$ cat src/rtl/core/swiw_pkg.sv
package swiw_pkg;

   // defaults for the top-level parameters
   localparam int MAX_WIDTH_DEF  = 256;
   localparam int MAX_HEIGHT_DEF = 256;
   localparam int SINE_BITS_DEF  = 10;

   // field widths
   localparam int COORD_W    = 10;
   localparam int PIXEL_W    = 32;
   localparam int AMP_W      = 13;
   localparam int ANGLE_W    = 16;
   localparam int DIM_W      = 9;
   localparam int CSR_DATA_W = 16;
   localparam int CSR_IDX_W  = 3;
   localparam int REQ_DATA_W = 56;

   // displacement arithmetic: Q1.15 sine times Q8.4 amplitude gives Q19
   localparam int SINE_W    = 16;
   localparam int SINE_FRAC = 15;
   localparam int PROD_W    = AMP_W + SINE_W;
   localparam int SUM_W     = PROD_W + 1;
   localparam int FRAC_BITS = 19;
   localparam int SHIFT_W   = SUM_W - FRAC_BITS;
   // a coordinate plus the widest shift, signed
   localparam int SHIFTED_W = COORD_W + 2;

   localparam logic [PIXEL_W-1:0] ALPHA_MASK = 32'hFF00_0000;

   // result queue
   localparam int QUEUE_DEPTH = 8;
   localparam int QUEUE_W     = $clog2(QUEUE_DEPTH);

   // sine table generation constants
   localparam longint unsigned TWO_PI_Q30 = 64'd6746518852;
   localparam longint unsigned Q30_ONE    = 64'd1 << 30;

   typedef enum logic [CSR_IDX_W-1:0] {
      REG_AMPLITUDE    = 3'd0,
      REG_WAVE_STEP    = 3'd1,
      REG_PHASE_OFFSET = 3'd2,
      REG_VERTICAL     = 3'd3,
      REG_SRC_WIDTH    = 3'd4,
      REG_SRC_HEIGHT   = 3'd5,
      REG_HAS_ALPHA    = 3'd6
   } csr_reg_type;

   typedef enum logic {
      FUNC_LOAD  = 1'b0,
      FUNC_FETCH = 1'b1
   } func_type;

   typedef struct packed {
      func_type               func;
      logic [COORD_W-1:0]     x;
      logic [COORD_W-1:0]     y;
      logic [PIXEL_W-1:0]     pix;
   } swiw_item_type;

   typedef struct packed {
      logic signed [AMP_W-1:0] amplitude;
      logic [ANGLE_W-1:0]      wave_step;
      logic [ANGLE_W-1:0]      phase_offset;
      logic                    vertical_mode;
      logic [DIM_W-1:0]        source_width;
      logic [DIM_W-1:0]        source_height;
      logic                    has_alpha;
   } swiw_cfg_type;

   typedef struct packed {
      logic [PIXEL_W-1:0] pixel;
      logic               covered;
   } swiw_result_type;

   // one sine table entry in Q1.15, built from a truncated Taylor series in Q30
   function automatic logic signed [SINE_W-1:0] sine_entry(int unsigned k, int unsigned bits);
      longint unsigned n;
      longint unsigned quarter;
      longint unsigned q;
      longint unsigned r;
      longint unsigned p;
      longint unsigned theta;
      longint unsigned x2;
      longint unsigned t;
      longint unsigned s;
      longint unsigned v;
      logic signed [SINE_W-1:0] mag;
      n       = 64'd1 << bits;
      quarter = n >> 2;
      q       = (longint'(k) & (n - 1)) >> (bits - 2);
      r       = longint'(k) & (quarter - 1);
      p       = q[0] ? quarter - r : r;
      theta   = (p * TWO_PI_Q30) >> bits;
      x2      = (theta * theta) >> 30;
      t       = Q30_ONE;
      t       = Q30_ONE - ((x2 * t) >> 30) / 64'd110;
      t       = Q30_ONE - ((x2 * t) >> 30) / 64'd72;
      t       = Q30_ONE - ((x2 * t) >> 30) / 64'd42;
      t       = Q30_ONE - ((x2 * t) >> 30) / 64'd20;
      t       = Q30_ONE - ((x2 * t) >> 30) / 64'd6;
      s       = (theta * t) >> 30;
      v       = (s * 64'd32767 + (64'd1 << 29)) >> 30;
      if (v > 64'd32767) begin
         v = 64'd32767;
      end
      mag = $signed(SINE_W'(v));
      return (q >= 2) ? -mag : mag;
   endfunction

endpackage

$ cat src/rtl/core/swiw_queue.sv
module swiw_queue
   import swiw_pkg::*;
(
   input  logic              clock,
   input  logic              reset,
   input  logic              push,
   input  swiw_result_type   push_data,
   input  logic              pop,
   output logic              out_valid,
   output swiw_result_type   out_data
);

   swiw_result_type        entry_ff [QUEUE_DEPTH];
   logic [QUEUE_W-1:0]     wr_ptr_ff, wr_ptr_in, rd_ptr_ff, rd_ptr_in;
   logic [QUEUE_W:0]       count_ff, count_in;

   // pointer and fill bookkeeping
   always_comb begin
      wr_ptr_in = push ? wr_ptr_ff + QUEUE_W'(1) : wr_ptr_ff;
      rd_ptr_in = pop ? rd_ptr_ff + QUEUE_W'(1) : rd_ptr_ff;
      count_in  = count_ff + (QUEUE_W + 1)'(push) - (QUEUE_W + 1)'(pop);
   end

   always_ff @(posedge clock) begin
      if (reset) begin
         wr_ptr_ff <= '0;
         rd_ptr_ff <= '0;
         count_ff  <= '0;
      end else begin
         wr_ptr_ff <= wr_ptr_in;
         rd_ptr_ff <= rd_ptr_in;
         count_ff  <= count_in;
      end
   end

   // entry storage
   always_ff @(posedge clock) begin
      if (push) begin
         entry_ff[wr_ptr_ff] <= push_data;
      end
   end

   assign out_valid = (count_ff != '0);
   assign out_data  = entry_ff[rd_ptr_ff];

endmodule

$ cat config.mk
export PLATFORM = sky130hd
export DESIGN_NAME = swiw_queue
export DESIGN_NICKNAME = d
export VERILOG_FILES = /design/src/rtl/core/swiw_pkg.sv /design/src/rtl/core/swiw_queue.sv
export SDC_FILE = /design/constraint.sdc
export NUM_CORES = 1
export LEC_CHECK = 0
export ABC_AREA = 1
export BUFFER_PORTS_ARGS = -buffer_cell sky130_fd_sc_hd__buf_2
export CAP_MARGIN = 0
export CORE_ASPECT_RATIO = 0.75
export CORE_UTILIZATION = 57
export CTS_CLUSTER_DIAMETER = 100
export CTS_CLUSTER_SIZE = 14
export DETAILED_ROUTE_END_ITERATION = 8
export PLACE_DENSITY = 0.76
export SYNTH_ARGS = -nofsm -noshare
export SYNTH_HDL_FRONTEND = slang
export SYNTH_SLANG_ARGS = --single-unit
export TNS_END_PERCENT = 50
$ cat constraint.sdc
create_clock -name clock -period 4.91 [get_ports clock]
set_input_delay 0.491 -clock clock [delete_from_list [all_inputs] [get_ports clock]]
set_output_delay 0.491 -clock clock [all_outputs]
set_load 0.005 [all_outputs]
==> flow_metrics.py, run 1 <==
metrics = {
    "sta": {
        "finalHoldViolCount": 0,
        "rsz0062_at_grt": "no",
        "relSlewSlack_pct": 21.4,
        "setup_tns_ns": 0,
        "max_freq_ghz": 0.311,
        "finalCriticalPeriod_ns": 3.22,
        "tightest_slew_ns": 1.18,
        "finalMaxSlewViolations": 0,
        "finClkSkew_ns": 0.00833,
        "fin_ws_ns": 1.69,
        "setup_viol": 0,
        "finalCritPeriodShare_pct": 65.6,
        "whs_ns": 0.216,
    },
    "clock_tree": {
        "htreeDepth": 1,
        "cts_tree": "built",
        "hold_buffers": 0,
        "cts_sinks": 277,
        "cts_root_buffer": "clkbuf_16",
        "cts_buffers": 23,
        "clkTransAtPathRegs_ns": 0.07,
        "insertion_delay_ns": 0.51,
        "postCtsSetupRepairBufs": 0,
        "cts_buffer_depth": 3,
        "cts.repair.resized": 0,
    },
    "routing": {
        "wl_um": 23800,
        "met3_length_um": 1280,
        "wl_met2_um": 11200,
        "vias_per_cell": 4.95,
        "routed.top_layer": "met5",
        "wl_met1_um": 10700,
        "num_vias": 7773,
        "ant_nets": 0,
        "drtPass1Iterations": 7,
        "drcViolationCount": 0,
        "wl_per_cell_um": 15.2,
        "detailedRoute.firstIterationViolations": 645,
    },
    "power": {
        "fin_total_pwr_mw": 4.84,
        "powerDensity_nw_per_um2": 364,
        "p_leak_nw": 6.13,
        "irDropWorstVdd_uv": 310,
    },
    "final_layout": {
        "multi_input_area_um2": 2630,
        "stdcell_count": 1569,
        "final_util_pct": 64.7,
        "num-fill-cells": 1616,
        "seqCellArea_um2": 8190,
        "postLayoutCellArea_um2": 13300,
        "areaGrowthSynthToFinish_pct": 9.69,
        "drive_above_1_share_pct": 9.41,
        "layout.nets": 1324,
    },
    "critical_path": {
        "cp_max_fo": 88,
        "reg2reg_from": "wr_ptr_ff[0]",
        "cp_common_cell": "nand2_1",
        "critical_path_required_ns": 4.42,
        "cpMaxStageDelayCell": "buf_4",
        "slowest_delay_ns": 0.84,
        "crit_type": "flop to output pin",
        "cp-endpoint": "out_data[4]",
        "r2r_slack_ns": 2.84,
        "cp-end-kind": "output pin",
        "r2r_cells": 2,
        "crit_arrival_ns": 2.73,
        "crit_path_start_kind": "flop",
        "reg2reg_to": "entry_ff[6][27]",
        "cp_cell_sequence": "buf_4 -> nand2_1 -> nand3_1 -> nand2_1 -> nand2_1 -> nand2_1 -> buf_2",
    },
    "synth": {
        "synth_fp_nets": 1266,
        "synth_top_area_share_pct": 65.4,
        "syn-cell-area_um2": 12100,
        "synth_top_cell_by_area": "edfxtp_1",
        "yosysSeqAreaShare_pct": 67.6,
        "synth_area_leaders": "edfxtp_1 (65%), nand2_1 (14%), inv_1 (8.7%)",
        "ys_seq_elements": 277,
        "synth_area_per_cell_um2": 9.93,
        "yosysWarnings": 0,
        "synthDistinctLibCells": 19,
        "synthCells": 1221,
    },
    "worst_hold_path": {
        "min_path_type": "input port to flop",
    },
    "placement": {
        "dp.cells": 1536,
        "place_area_um2": 12700,
        "dp_hpwl_um": 12900,
        "finalWeightedCongestion": 0.733,
        "io_buffers": 70,
        "pre_cts_ws_ns": 2.25,
    },
    "floorplanning": {
        "placementRows": 45,
        "dieArea_um2": 21900,
        "die_x_um": 170,
        "boundaryPins": 71,
        "die_y_um": 128,
        "initial_core_util_pct": 59.0,
        "design.core.area_um2": 20600,
    },
    "global_route": {
        "grt_pass1_vias": 7361,
        "antenna_found_initial": 1,
        "grt_max_degree": 89,
        "grt_pass1_wl_um": 38000,
        "track_usage_pct": 22.7,
        "overflow": 0,
    },
    "flow_run": {
        "maxCapViolCount": 0,
    },
    "run_status": {
        "status": "finished, final reports clean",
    },
}
-- cell usage in the layout (no fill, tap or decap) --
cell       count
nand2_1      440
inv_1        280
edfxtp_1     264
nand3_1      135
buf_2         70
clkbuf_16     23
buf_4         13
dfxtp_1       11
nor2_4         8
clkbuf_1       8
a21oi_1        7
nor2_1         7
ha_1           7
o21ai_0        4
or2_2          2
diode_2        1
inv_4          1
inv_2          1
xnor2_1        1
fa_1           1
dfxtp_4        1
dfxtp_2        1
clkinv_2       1
-- cells by family (layout without fill, tap and decap cells) --
kind of cell             after synthesis  count (layout)  share of synthesized area [%]
AND/OR/NAND/NOR                      592             592                           19.8
buffers and inverters                332             397                           11.3
flip-flops                           277             277                           67.6
AO/OA/AOI/OAI                         11              11                          0.454
adder cells (fa/ha/maj)                8               8                          0.888
XOR/XNOR                               1               1                         0.0723
other                                  0               1                              0
-- sequential cells by signal, indices dropped and copies added (netlist names), named ones only --
name and flops:
count_ff 4, wr_ptr_ff 3, rd_ptr_ff 3, entry_ff 264
-- power breakdown --
| part | total, mW | internal, mW | leakage [nW] | switching (mW) |
|---|---|---|---|---|
| clock network | 1.62 | 0.852 | 0.297 | 0.764 |
| logic | 0.540 | 0.182 | 3.33 | 0.358 |
| registers | 2.68 | 2.65 | 2.51 | 0.0290 |
| total | 4.84 | 3.69 | 6.13 | 1.15 |
-- worst max-delay path, delay by kind of cell (launching register included) --
family        cells  cell delay, ns
simple gates      5            0.51
flops             1            0.66
buf+inv           2            0.97
-- cells in the mapped netlist --
cell type,number
nand2_1,440
inv_4,1
edfxtp_1,264
buf_6,10
xnor2_1,1
nand3_1,135
o21ai_0,4
buf_4,2
nor2_1,15
clkbuf_1,7
a21oi_1,7
buf_2,27
ha_1,7
inv_1,280
buf_1,4
inv_2,1
or2_2,2
fa_1,1
dfxtp_1,13
-- worst min-delay path by stage --
stage / startpoint / to / slack [ns] / cells past startpoint
floorplan: wr_ptr_ff[0] / wr_ptr_ff[0] / 0.46 / 2
global placement: wr_ptr_ff[0] / wr_ptr_ff[0] / 0.48 / 2
detailed placement: wr_ptr_ff[0] / wr_ptr_ff[0] / 0.49 / 2
CTS: reset / count_ff[1] / 0.20 / 2
global route: reset / wr_ptr_ff[0] / 0.21 / 2
finish: reset / wr_ptr_ff[0] / 0.22 / 2
-- layer usage --
layer  vias to the layer above  track usage (%)
li1                       3892                -
met5                         -                0
met1                      3632             31.3
met4                         2             6.94
met3                        53             3.52
met2                       194             37.6
-- cell type report --
| type | instances | share of cell area, % |
|---|---|---|
| Timing Repair Buffer | 83 | 3.37 |
| Antenna cell | 1 | 0.0188 |
| Sequential cell | 277 | 61.6 |
| Tap cell | 282 | 2.65 |
| Inverter | 282 | 7.98 |
| Clock buffer | 31 | 4.55 |
| Multi-Input combinational cell | 612 | 19.8 |
| Clock inverter | 1 | 0.0376 |
No activity file was read; power rests on OpenSTA's default activity.
==> inputs of run 2 (changes only) <==
- clock period: 4.91 -> 3.2 ns (I/O delays scaled with it)
==> run 2 against run 1 <==
Against the previous run:
- clock power rose by 54%
- critical path depth grew 1
- worst hold slack lost 0.18 ns
- first-iteration DRC count down 5.4%
- clock-buffer cell count up 1
- final cell count grew 0.51%
- critical endpoint is now out_data[2]
==> flow_metrics.py, run 2 (synthesis results as in run 1) <==
metrics = {
    "run_status": {
        "status": "finished, final reports clean",
    },
    "power": {
        "p_int_mw": 5.68,
        "powerDensity_nw_per_um2": 557,
        "fin_total_pwr_mw": 7.46,
        "swShare_pct": 23.9,
        "p_sw_mw": 1.78,
        "power_frac_comb_pct": 11.5,
        "p_leak_nw": 6.19,
        "irDropWorstVdd_uv": 375,
        "seqPwrFrac_pct": 54.9,
        "clkPwrFrac_pct": 33.5,
    },
    "global_route": {
        "antenna_found_initial": 1,
        "overflow": 0,
        "grt_pass1_wl_um": 38500,
        "track_usage_pct": 22.9,
        "grt_pass1_vias": 7502,
        "grt_max_degree": 133,
    },
    "routing": {
        "wl_per_cell_um": 15.3,
        "detailedRoute.firstIterationViolations": 610,
        "ant_nets": 0,
        "vias_per_cell": 4.95,
        "drcViolationCount": 0,
        "drtPass1Iterations": 5,
        "num_vias": 7810,
        "wl_um": 24100,
    },
    "sta": {
        "max_freq_ghz": 0.401,
        "relSlewSlack_pct": 42.1,
        "finalCriticalPeriod_ns": 2.49,
        "setup_viol": 0,
        "finalCritPeriodShare_pct": 77.8,
        "finClkSkew_ns": 0.0193,
        "setup_tns_ns": 0,
        "finalMaxSlewViolations": 0,
        "rsz0062_at_grt": "no",
        "tightest_slew_ns": 0.869,
        "finalHoldViolCount": 0,
        "whs_ns": 0.0379,
    },
    "floorplanning": {
        "dieArea_um2": 21900,
        "design.core.area_um2": 20600,
        "die_x_um": 170,
        "boundaryPins": 71,
        "die_y_um": 128,
        "placementRows": 45,
        "initial_core_util_pct": 59.0,
    },
    "critical_path": {
        "crit_type": "flop to output pin",
        "cpMaxStageDelayCell": "buf_4",
        "crit_arrival_ns": 2.17,
        "crit_path_start_kind": "flop",
        "crit_family": "buffers and inverters",
        "cp_cell_sequence": "inv_4 -> buf_4 -> nand2_1 -> nand3_1 -> nand2_1 -> nand2_1 -> nand2_1 -> buf_2",
        "cp_max_fo": 37,
        "critical_path_required_ns": 2.88,
        "cp_common_cell": "nand2_1",
        "r2r_slack_ns": 1.28,
        "path_buf_inv": 3,
        "r2r_cells": 3,
        "slowest_delay_ns": 0.40,
        "reg2reg_from": "wr_ptr_ff[0]",
        "cp-end-kind": "output pin",
        "reg2reg_to": "entry_ff[0][24]",
    },
    "placement": {
        "dp_hpwl_um": 13300,
        "dp.cells": 1543,
        "finalWeightedCongestion": 0.769,
        "io_buffers": 70,
    },
    "clock_tree": {
        "clkTransAtPathRegs_ns": 0.06,
        "cts_tree": "built",
        "cts_root_buffer": "clkbuf_16",
        "htreeDepth": 1,
        "cts_buffer_depth": 3,
        "insertion_delay_ns": 0.52,
        "cts_buffers": 23,
        "cts.repair.resized": 0,
        "cts_sinks": 277,
        "hold_buffers": 0,
        "postCtsSetupRepairBufs": 0,
    },
    "final_layout": {
        "n_antenna_cell": 0,
        "final_cell_mix": "nand2_1 (440), inv_1 (280), edfxtp_1 (264)",
        "areaGrowthSynthToFinish_pct": 10.5,
        "top_register": "entry_ff",
        "drive_above_1_share_pct": 9.96,
        "layout.nets": 1331,
        "largest_reg_flops": 264,
        "layout_commonest_cell": "nand2_1",
        "top_regs": "entry_ff x264, count_ff x4",
        "stdcell_count": 1577,
        "num-fill-cells": 1578,
    },
    "worst_hold_path": {
        "hold_depth": 2,
        "hold_path.startpoint": "reset",
        "whs_endpoint": "count_ff[1]",
        "min_path_type": "input port to flop",
    },
    "flow_run": {
        "maxCapViolCount": 0,
    },
}
## run 2: how the worst max path moves through the flow
stage | start | slack (ns) | endpoint | cells after the start
2_1_floorplan | push | 0.69 | entry_ff[0][0] | 3
3_3_place_gp | push | 1.12 | entry_ff[0][20] | 5
3_5_place_dp | push | 1.07 | entry_ff[0][18] | 5
4_1_cts | flop | 0.71 | out_data[2] | 8
5_1_grt | flop | 0.58 | out_data[3] | 8
6_report | flop | 0.71 | out_data[2] | 8
## run 2: cell type report
class / count / area, um2 / share of cell area [%]
Sequential cell: 277 / 8190 / 61.2
Multi-Input combinational cell: 612 / 2630 / 19.6
Inverter: 282 / 1060 / 7.92
Clock buffer: 32 / 609 / 4.55
Timing Repair Buffer: 90 / 538 / 4.02
Tap cell: 282 / 353 / 2.63
Clock inverter: 2 / 13.8 / 0.103
## run 2: stage by stage
step / area (um2) / util [%] / setup WS (ns)
after floorplan: 12100 / - / 0.692
after global placement: 12800 / 62.1 / 1.12
after detailed placement: 12800 / 62.1 / 1.07
after CTS: 13400 / 65.2 / 0.707
after global routing: 13400 / 65.2 / 0.578
final: 13400 / 65.2 / 0.709
## run 2: per-layer routing
layer	up-vias	GRT usage [%]	share of wire, %
met3	37	3.21	5.2
li1	3903	-	-
met4	2	5.09	1.7
met5	-	0	0.054
met2	214	38.6	48
met1	3654	31.9	45
## run 2: power groups by stage
stage,clock [mW],combinational [mW],sequential [mW]
after floorplan,0,0.575,4.17
after global placement,0,0.838,4.17
after detailed placement,0,0.863,4.18
after CTS,2.53,0.873,4.10
after global routing,2.66,0.983,4.11
final,2.50,0.862,4.10
